### config.mk
export PLATFORM = sky130hd
export DESIGN_NAME = status_led_pattern_owner_unit
export DESIGN_NICKNAME = d
export VERILOG_FILES = /design/src/rtl/core/slpo_pkg.sv /design/src/rtl/core/slpo_cmd.sv /design/src/rtl/core/status_led_pattern_owner_unit.sv
export SDC_FILE = /design/constraint.sdc
export NUM_CORES = 1
export LEC_CHECK = 0
export BUFFER_PORTS_ARGS = -buffer_cell sky130_fd_sc_hd__buf_4
export CORE_MARGIN = 10
export CORE_UTILIZATION = 53
export DETAILED_ROUTE_END_ITERATION = 16
export PLACE_DENSITY = 0.8
export SLEW_MARGIN = 25
export SYNTH_ARGS = -nofsm -noshare
export SYNTH_HDL_FRONTEND = slang
export SYNTH_SLANG_ARGS = --single-unit
### constraint.sdc
create_clock -name clk -period 19.4 [get_ports clk]
set_input_delay 2.91 -clock clk [delete_from_list [all_inputs] [get_ports clk]]
set_output_delay 2.91 -clock clk [all_outputs]
set_load 0.01 [all_outputs]
### src/rtl/core/slpo_pkg.sv
`timescale 1ns / 1ps

package slpo_pkg;

    localparam logic [26:0] MAX_PHASE_MS = 27'd86400000;

    typedef enum logic [2:0] {
        OP_TICK     = 3'd0,
        OP_STATUS   = 3'd1,
        OP_REPORT   = 3'd2,
        OP_SYSTEM   = 3'd3,
        OP_OVERRIDE = 3'd4,
        OP_RELEASE  = 3'd5,
        OP_AUTO     = 3'd6
    } op_t;

    typedef enum logic [1:0] {
        REQ_ADMIN    = 2'd0,
        REQ_REPORTER = 2'd1,
        REQ_OTHER    = 2'd2
    } requester_t;

    typedef enum logic [1:0] {
        RC_OK      = 2'd0,
        RC_INVALID = 2'd1,
        RC_DENIED  = 2'd2
    } result_code_t;

    typedef enum logic [1:0] {
        OWN_SYSTEM = 2'd0,
        OWN_REPORT = 2'd1,
        OWN_MANUAL = 2'd2
    } owner_t;

    localparam logic [2:0] SYS_RESET_COLOR = 3'd3;
    localparam logic [2:0] REP_RESET_COLOR = 3'd4;

    typedef struct packed {
        logic [2:0]  color_a;
        logic [2:0]  color_b;
        logic [26:0] dur_a;
        logic [26:0] dur_b;
    } pattern_t;

    typedef struct packed {
        logic [2:0]  opcode;
        logic [1:0]  requester;
        logic [2:0]  color_first;
        logic [2:0]  color_second;
        logic [26:0] first_ms;
        logic [26:0] second_ms;
        logic        led_disabled;
        logic        startup_done;
    } req_item_t;

    typedef struct packed {
        logic [1:0]  result_code;
        logic [2:0]  led_color;
        logic [1:0]  owner;
        logic [26:0] ms_to_change;
    } rsp_item_t;

    // Decoded command: what the item does to the stored state
    typedef struct packed {
        logic [1:0] code;
        logic       wr_report;
        logic       wr_system;
        logic       wr_manual;
        logic       set_auto;
        logic       clr_auto;
        logic       set_override;
        logic       clr_override;
        pattern_t   pat;
    } cmd_upd_t;

    function automatic logic pat_alternates(input pattern_t p);
        return (p.dur_a != 27'd0) && (p.color_a != p.color_b);
    endfunction

endpackage

### src/rtl/core/slpo_cmd.sv
`timescale 1ns / 1ps

module slpo_cmd
    import slpo_pkg::*;
(
    input  req_item_t item,
    output cmd_upd_t  upd
);

    logic admin;
    logic reporter;
    logic pat_ok;

    assign admin    = (item.requester == REQ_ADMIN);
    assign reporter = (item.requester == REQ_REPORTER);

    // steady pattern needs equal colors; a blinking one needs both phases
    always_comb
    begin
        pat_ok = (item.first_ms <= MAX_PHASE_MS) && (item.second_ms <= MAX_PHASE_MS)
            && (((item.first_ms == 27'd0) && (item.second_ms == 27'd0)
                 && (item.color_first == item.color_second))
                || ((item.first_ms != 27'd0) && (item.second_ms != 27'd0)));
    end

    always_comb
    begin
        upd              = '0;
        upd.code         = RC_OK;
        upd.pat.color_a  = item.color_first;
        upd.pat.color_b  = item.color_second;
        upd.pat.dur_a    = item.first_ms;
        upd.pat.dur_b    = item.second_ms;
        if (item.opcode inside {OP_TICK, OP_STATUS})
        begin
            upd.code = RC_OK;
        end
        else if ((item.opcode == OP_REPORT) && (admin || reporter))
        begin
            upd.code      = pat_ok ? RC_OK : RC_INVALID;
            upd.wr_report = pat_ok;
        end
        else if (!admin)
        begin
            upd.code = RC_DENIED;
        end
        else
        begin
            case (item.opcode)
                OP_SYSTEM:
                begin
                    upd.code         = pat_ok ? RC_OK : RC_INVALID;
                    upd.wr_system    = pat_ok;
                    upd.clr_auto     = pat_ok;
                    upd.clr_override = pat_ok;
                end
                OP_OVERRIDE:
                begin
                    upd.code         = pat_ok ? RC_OK : RC_INVALID;
                    upd.wr_manual    = pat_ok;
                    upd.set_override = pat_ok;
                end
                OP_RELEASE:
                begin
                    upd.clr_override = 1'b1;
                end
                OP_AUTO:
                begin
                    upd.set_auto     = 1'b1;
                    upd.clr_override = 1'b1;
                end
                default:
                begin
                    upd.code = RC_INVALID;
                end
            endcase
        end
    end

endmodule

### src/rtl/core/status_led_pattern_owner_unit.sv
`timescale 1ns / 1ps
// Channel | Signals                          | Direction | Item
// req     | req_valid, req_ready, req_item   | in        | command or ms tick
// rsp     | rsp_valid, rsp_ready, rsp_item   | out       | one result per item
//
// One item per cycle sustained while rsp_ready holds; the item is captured in the request register,
// then its result in the result register, around the update logic.
// Reset leaves flags clear, default patterns loaded and no active pattern.
// A stalled result holds the request register; req_ready stays high while the
// request register is empty or moves on in the same cycle.

module status_led_pattern_owner_unit
    import slpo_pkg::*;
(
    input  logic      clk,
    input  logic      rst_n,
    input  logic      req_valid,
    output logic      req_ready,
    input  req_item_t req_item,
    output logic      rsp_valid,
    input  logic      rsp_ready,
    output rsp_item_t rsp_item
);

    req_item_t   req_reg;
    logic        req_valid_reg;
    rsp_item_t   rsp_reg;
    rsp_item_t   rsp_next;
    logic        rsp_valid_reg;
    logic        advance;

    logic        auto_mode_reg,      auto_mode_next;
    logic        override_on_reg,    override_on_next;
    pattern_t    system_pat_reg,     system_pat_next;
    pattern_t    report_pat_reg,     report_pat_next;
    pattern_t    manual_pat_reg,     manual_pat_next;
    pattern_t    active_pat_reg,     active_pat_next;
    logic        active_loaded_reg;
    logic        active_alt_reg,     active_alt_next;
    logic [27:0] active_cycle_reg,   active_cycle_next;
    logic [27:0] phase_count_reg,    phase_count_next;

    cmd_upd_t    upd;
    pattern_t    want;
    logic        load;
    logic [27:0] phase_inc;
    logic [27:0] delay_wide;

    assign advance   = req_valid_reg && (!rsp_valid_reg || rsp_ready);
    assign req_ready = !req_valid_reg || advance;
    assign rsp_valid = rsp_valid_reg;
    assign rsp_item  = rsp_reg;

    slpo_cmd u_cmd
    (
        .item (req_reg),
        .upd  (upd)
    );

    // command effects on flags and stored patterns
    always_comb
    begin
        auto_mode_next   = (auto_mode_reg || upd.set_auto) && !upd.clr_auto;
        override_on_next = (override_on_reg || upd.set_override) && !upd.clr_override;
        system_pat_next  = upd.wr_system ? upd.pat : system_pat_reg;
        report_pat_next  = upd.wr_report ? upd.pat : report_pat_reg;
        manual_pat_next  = upd.wr_manual ? upd.pat : manual_pat_reg;
    end

    // effective pattern by priority
    always_comb
    begin
        if (req_reg.led_disabled)
            want = '0;
        else if (auto_mode_next && !req_reg.startup_done)
            want = system_pat_next;
        else if (override_on_next)
            want = manual_pat_next;
        else if (auto_mode_next)
            want = report_pat_next;
        else
            want = system_pat_next;
    end

    assign load      = !active_loaded_reg || (want != active_pat_reg);
    assign phase_inc = phase_count_reg + 28'd1;

    always_comb
    begin
        active_pat_next   = active_pat_reg;
        active_alt_next   = active_alt_reg;
        active_cycle_next = active_cycle_reg;
        phase_count_next  = phase_count_reg;
        if (load)
        begin
            active_pat_next   = want;
            active_alt_next   = pat_alternates(want);
            active_cycle_next = {1'b0, want.dur_a} + {1'b0, want.dur_b};
            phase_count_next  = '0;
        end
        else if (req_reg.opcode == OP_TICK)
        begin
            if (active_alt_reg && (phase_inc < active_cycle_reg))
                phase_count_next = phase_inc;
            else
                phase_count_next = '0;
        end
    end

    always_comb
    begin
        rsp_next.result_code = upd.code;
        delay_wide           = '0;
        rsp_next.led_color   = active_pat_next.color_a;
        if (active_alt_next)
        begin
            if (phase_count_next < {1'b0, active_pat_next.dur_a})
            begin
                delay_wide = {1'b0, active_pat_next.dur_a} - phase_count_next;
            end
            else
            begin
                rsp_next.led_color = active_pat_next.color_b;
                delay_wide         = active_cycle_next - phase_count_next;
            end
        end
        rsp_next.ms_to_change = delay_wide[26:0];
        if (override_on_next)
            rsp_next.owner = OWN_MANUAL;
        else if (auto_mode_next)
            rsp_next.owner = OWN_REPORT;
        else
            rsp_next.owner = OWN_SYSTEM;
    end

    always_ff @(posedge clk or negedge rst_n)
    begin
        if (!rst_n)
        begin
            req_valid_reg     <= 1'b0;
            rsp_valid_reg     <= 1'b0;
            auto_mode_reg     <= 1'b0;
            override_on_reg   <= 1'b0;
            system_pat_reg    <= '{color_a: SYS_RESET_COLOR, color_b: SYS_RESET_COLOR,
                                   dur_a: 27'd0, dur_b: 27'd0};
            report_pat_reg    <= '{color_a: REP_RESET_COLOR, color_b: REP_RESET_COLOR,
                                   dur_a: 27'd0, dur_b: 27'd0};
            manual_pat_reg    <= '0;
            active_pat_reg    <= '0;
            active_loaded_reg <= 1'b0;
            active_alt_reg    <= 1'b0;
            active_cycle_reg  <= '0;
            phase_count_reg   <= '0;
        end
        else
        begin
            if (req_ready)
                req_valid_reg <= req_valid;
            if (advance)
                rsp_valid_reg <= 1'b1;
            else if (rsp_ready)
                rsp_valid_reg <= 1'b0;
            if (advance)
            begin
                auto_mode_reg     <= auto_mode_next;
                override_on_reg   <= override_on_next;
                system_pat_reg    <= system_pat_next;
                report_pat_reg    <= report_pat_next;
                manual_pat_reg    <= manual_pat_next;
                active_pat_reg    <= active_pat_next;
                active_loaded_reg <= 1'b1;
                active_alt_reg    <= active_alt_next;
                active_cycle_reg  <= active_cycle_next;
                phase_count_reg   <= phase_count_next;
            end
        end
    end

    always_ff @(posedge clk)
    begin
        if (req_valid && req_ready)
            req_reg <= req_item;
        if (advance)
            rsp_reg <= rsp_next;
    end

    a_phase_in_cycle: assert property (@(posedge clk) disable iff (!rst_n)
        active_alt_reg |-> (phase_count_reg < active_cycle_reg))
        else $error("phase count outside pattern cycle");

    a_steady_phase_zero: assert property (@(posedge clk) disable iff (!rst_n)
        !active_alt_reg |-> (phase_count_reg == 28'd0))
        else $error("steady pattern with nonzero phase");

    a_cycle_matches: assert property (@(posedge clk) disable iff (!rst_n)
        active_cycle_reg == ({1'b0, active_pat_reg.dur_a} + {1'b0, active_pat_reg.dur_b}))
        else $error("stored cycle length out of step with active pattern");

    a_loaded_sticks: assert property (@(posedge clk) disable iff (!rst_n)
        active_loaded_reg |=> active_loaded_reg)
        else $error("active pattern dropped");

    a_result_follows_item: assert property (@(posedge clk) disable iff (!rst_n)
        advance |=> rsp_valid_reg)
        else $error("processed item produced no result");

endmodule
Word level (Yosys, flattened, before mapping)
Cells that the tools add are included.
{"block": "op_classes", "magnitude_cmp": 4, "mux": 31, "addsub": 4, "n_reduce_logical": 38, "eq_ne": 10}
{"operator": "$mux 60", "n": 8}
{"operator": "$mux 28", "n": 4}
{"operator": "$reduce_bool 27->1", "n": 3}
{"operator": "$ne 60x60->1", "n": 1}
{"operator": "$le 27x27->1 const B", "n": 2}
{"operator": "$logic_not 27->1", "n": 2}
{"operator": "$sub 27x27->27", "n": 2}
{"operator": "$add 27x27->28", "n": 1}
{"operator": "$add 28x1->28 const B", "n": 1}
{"operator": "$lt 28x27->1", "n": 1}
{"operator": "$lt 28x28->1", "n": 1}
{"operator": "$mux 27", "n": 1}
{"operator": "$logic_and 1x1->1", "n": 13}
{"operator": "$mux 6", "n": 2}
{"operator": "$eq 3x3->1 const B", "n": 3}
{"operator": "$mux 1", "n": 9}
{"operator": "$logic_or 1x1->1", "n": 7}
{"operator": "$mux 7", "n": 1}
{"operator": "$eq 3x2->1 const B", "n": 2}
{"operator": "$logic_not 1->1", "n": 6}
{"operator": "$mux 3", "n": 2}
{"operator": "$mux 2", "n": 2}
{"operator": "$pmux 2 s2", "n": 1}
{"operator": "$reduce_bool 2->1", "n": 2}
{"operator": "other kinds (9)", "n": 10}
{"block": "totals", "input_bits": 71, "register_bits": 403, "out_inout_bits": 36}

Logic depth before layout (Yosys ltp)
{"block": "logic_depth", "depth_word": 21, "mapped_depth": 62, "mapped_depth_nobuf": 60}

By module
Synthesis repeated with hierarchy kept, for this count alone.
{"block": "hier_totals", "cells_unflattened": 2561, "hier_area_um2": 25828.5}
{"module": "status_led_pattern_owner_unit", "cells_per_inst": 2425, "instances": 1, "area_each_um2": 24872.6}
{"module": "slpo_cmd", "cells_per_inst": 136, "instances": 1, "area_each_um2": 955.9}

Worst setup path before layout
OpenSTA, ideal clock, no wires.
{"block": "synth_path", "path_type": "register -> register", "startpoint": "reg req_reg[49] (netlist name)", "endpoint": "reg rsp_reg, in the netlist rsp_item[25] (data pin)", "setup_ps": 262, "setup_slack_ps": 9046, "stages_incl_launch_ff": 54, "arrival_ps": 10092, "required_ps": 19138, "path_cell_list": "edfxtp_1 > buf_6 > nor3_2 > nand4_1 > or4_1 > and2_1 > buf_6 > a21oi_4 > nand3_2 > buf_2 > buf_6 > o221ai_1 > mux2_2 > or4_1 > nor4b_2 > nand4_1 > nor2_2 > clkbuf_1 > [... 18 more ...] > o21ai_0 > nand2b_1 > and2_1 > o21ai_0 > nand2b_1 > a21o_1 > a21o_1 > a21oi_1 > o21ai_0 > a21o_1 > a21o_1 > a21o_1 > a21o_1 > a21oi_1 > maj3_2 > o21ai_2 > a221oi_1 > mux2_1"}
{"block": "synth_via", "elab_chain_len": 20}
{"item": "from (decl)", "line_no": "status_led_pattern_owner_unit.sv:25", "source": "req_item_t req_reg;"}
{"item": "from (signal assigned)", "line_no": "status_led_pattern_owner_unit.sv:182", "source": "req_reg <= req_item;"}
{"item": "branches (longest 13 deep; another with $le 27x27->1)"}
{"item": "$mux 60 *", "line_no": "status_led_pattern_owner_unit.sv:75", "source": "else if (auto_mode_next && !req_reg.startup_done)"}
{"item": "$mux 60 *", "line_no": "status_led_pattern_owner_unit.sv:73", "source": "if (req_reg.led_disabled)"}
{"item": "$ne 60x60->1 *", "line_no": "status_led_pattern_owner_unit.sv:85", "source": "assign load = !active_loaded_reg || (want != active_pat_reg);"}
{"item": "$logic_or 1x1->1 *", "line_no": "status_led_pattern_owner_unit.sv:85"}
{"item": "$mux 28 *", "line_no": "status_led_pattern_owner_unit.sv:94", "source": "if (load)"}
{"item": "net phase_count_next[18]", "line_no": "status_led_pattern_owner_unit.sv:41", "source": "logic [27:0] phase_count_reg, phase_count_next;"}
{"item": "$sub 27x27->27, or another cell as far along", "line_no": "status_led_pattern_owner_unit.sv:124", "source": "delay_wide = active_cycle_next - phase_count_next;"}
{"item": "$mux 27 *", "line_no": "status_led_pattern_owner_unit.sv:117", "source": "if (phase_count_next < {1'b0, active_pat_next.dur_a})"}
{"item": "to (signal assigned)", "line_no": "status_led_pattern_owner_unit.sv:184", "source": "rsp_reg <= rsp_next;"}
{"item": "to (decl)", "line_no": "status_led_pattern_owner_unit.sv:27", "source": "rsp_item_t rsp_reg;"}
Mark *: on every way through the listed nets, which the timed path passes.
A chain may end at the register's enable or synchronous reset.

Final worst setup path
{"block": "layout_path", "startpoint": "reg req_reg[34] (netlist name)", "endpoint": "reg rsp_reg, in the netlist rsp_item[26] (data pin)"}
Same word-level chain as after synthesis.

==> results.md <==
* Die Span X at 244.9 µm
* Synth cell types at 109
* Register area share after synthesis at 0.3952
* Outcome: completed
* CP peak stage delay at 0.64 ns
* Detailed Route WL at 114200 µm
* Tot GR Track Use at 0.3691
* Met2 routed WL at 49810 µm
* CP Launch Point: req_reg[34]
* Pwr per Cell Area at 128.6 mW/mm²
* Area grow syn2layout at 11.30%
* Hold Buf Count CTS at 0
* Worst-path fanout max at 58
* Syn_nets at 3066
* Post-CTS sizing at 0
* Initial Util at 0.5356
* Die height at 244.9 µm
* Worst slew pin tran at 1.200 ns
* Final Slew Violations at 0
* Final setup fails at 0
* Worst slew margin at 0.1949
* Final HPWL DP at 83590 µm
* Max FFs per register at 67
* Arr. time, crit path at 13.89 ns
* CTS Buffer Depth at 3
* Die area at 0.06000 mm²
* Hold Fails Final Rpt at 0
* Most common cell on crit path: a21o_1
* Core area at 0.05007 mm²
* Post-CTS Setup Repair Bufs at 0
* Clk slew on worst S/H paths at 0.07 ns
* Crit path capture type: flip-flop
* Setup CP Type: flip-flop to flip-flop
* Yosys warns at 0
* IO Pins at 107
* Final setup TNS at 0 ns
* CP Launch Type: flip-flop
* DR DRC count at 0
* NumNets Final at 3104
* #FFs+latches synth at 403
* Largest net degree at the start of global routing at 133
* Crit path time final at 13.55 ns
* Clock sinks at 403
* Gpl congestion at 1.097
* Syn Area/Cell at 9.282 µm²
* Synth Instances at 2889
* Met3 wire length at 13690 µm
* CTS tree: yes
* Slowest-stage cell, CP: buf_4
* Crit path required time at 19.74 ns
* Final antenna-violating net count at 0
* TritonCTS buffer count at 47
* Via count at 25470
* HP Start: manual_pat_reg[6]
* Post-synth EDFFs at 101
* Fraction of layout cells with a size suffix above 1 at 0.1837
* Hold Path Class: flip-flop to flip-flop
* Top FF cell, synth: dfrtp_1
* Unrepaired setup endpoints after global routing: false
* PortBufs at 106
* Total congestion overflow at 0
* Antenna violations before repair at 2
* Clock Latency Late Sink at 0.61 ns
* First-pass GRT wire length at 165800 µm
* Yosys top cell area share at 0.2762
* Htree depth at 2
* Worst-case clock skew at 0.03193 ns
* 1st-iter DRT viols at 3467
* Max-capacitance violation count at 0
* Synth Cell Area at 0.02682 mm²
* Period utilization at 0.6986
* Ys async rst share at 0.7494
* Max VDD drop at 94.19 µV
* Vias/cell at 6.999
* Core Rows at 82
* Leading area contributor after synthesis: dfrtp_1
* Max Used Layer: met4
* FF-to-FF Start: req_reg[34]
* DRT Pass-1 Iters at 9
* Fin util at 0.5962
* Routed WL per cell at 31.39 µm
* Wl on met1 at 42560 µm
* Synth area leaders: dfrtp_1 28%, edfxtp_1 11%, mux2_2 8.8%
* Vias in the first global route at 24710
* Root buf cell: clkbuf_16
* Static Leak at 0.01323 µW
* F_max at 73.79 MHz
## final timing paths
kind	to	slack, ns	cells after the start
setup / recovery	rsp_item[26]	5.85	55
hold / removal	manual_pat_reg[6]	0.50	2
setup reg to reg	rsp_item[26]	5.85	55
hold reg to reg	manual_pat_reg[6]	0.50	2
max in group asynchronous	active_pat_reg[9]	14.86	3
min in group asynchronous	phase_count_reg[0]	2.36	1
## kinds of logic after synthesis
logic type | share of synthesized area
xor gates and xnor gates | 0.02645
DFF | 0.3952
adders and majority gates | 0.05044
muxes | 0.09835
buffers and inverters | 0.06317
and+or+nand+nor | 0.1638
AOI/OAI and AO/OA | 0.2026
## cell type report
| type | count | area (µm²) |
|---|---|---|
| fillers | 4332 | 20220 |
| multi-input cells | 2097 | 14660 |
| flip-flops and latches | 403 | 10600 |
| clock buffers | 59 | 1294 |
| repair buffers | 169 | 1289 |
| well taps | 672 | 840.8 |
| inverters | 209 | 784.5 |
| clock inverters | 29 | 382.9 |
| diodes | 1 | 2.502 |
## metrics by stage
step	cells	hold WS (ns)	power [µW]	cell area (µm²)	setup WS (ns)
2_1_floorplan	2889	0.4486	2189	26820	9.046
3_3_place_gp	3550	0.4632	2772	28150	6.289
3_5_place_dp	3550	0.4812	2801	28150	6.305
4_1_cts	3638	0.4961	3775	29830	6.239
5_1_grt	3638	0.5123	3977	29850	5.364
6_report	3639	0.5009	3838	29850	5.848
## critical path, delay by kind of cell, from the launching register on
family                     cells  cell delay [ns]
DFF                            1             0.48
buffers and inverters          6             2.16
adders and majority gates      2             0.55
AOI/OAI and AO/OA             27             5.64
muxes                          1             0.32
and+or+nand+nor               19             4.00
## power breakdown
group | internal [µW] | switching, µW | leakage [µW]
logic | 599 | 1020 | 0.00749
clock network | 583 | 393 | 0.000804
registers | 1050 | 193 | 0.00494
## cell usage after synthesis, types with 21 or more instances
| master | count |
|---|---|
| nor4_1 | 46 |
| xor2_1 | 28 |
| o211ai_1 | 30 |
| a21oi_1 | 104 |
| a311oi_1 | 21 |
| xnor2_1 | 53 |
| mux2i_1 | 25 |
| nand4_1 | 58 |
| clkbuf_1 | 113 |
| nand3_1 | 54 |
| buf_2 | 27 |
| a31oi_1 | 33 |
| o21ai_0 | 223 |
| a21o_1 | 36 |
| ha_1 | 104 |
| nor2_1 | 176 |
| edfxtp_1 | 101 |
| and4_1 | 24 |
| a211oi_1 | 26 |
| inv_1 | 206 |
| o22ai_1 | 31 |
| nand2_1 | 307 |
| dfrtp_1 | 296 |
| mux2_2 | 210 |
| and3_1 | 34 |
| nor3_1 | 67 |
| o31ai_1 | 22 |
## metal layers
metal  GRT usage  up-vias
met2      0.5604     1784
met5   0.0008163        -
met1      0.4493    12430
met4      0.2248        0
met3      0.1229      476
li1            -    10780
## cells in the final DEF (no fill, tap or decap), types with 49 or more instances in the layout
master and count:
nand2_1 303, dfrtp_1 296, o21ai_0 221, mux2_2 210
inv_1 205, nor2_1 173, buf_4 167, ha_1 104
a21oi_1 102, edfxtp_1 101, nor3_1 64, nand4_1 58
nand3_1 54, xnor2_1 53, clkbuf_16 49
(Power assumes the default switching activity.)
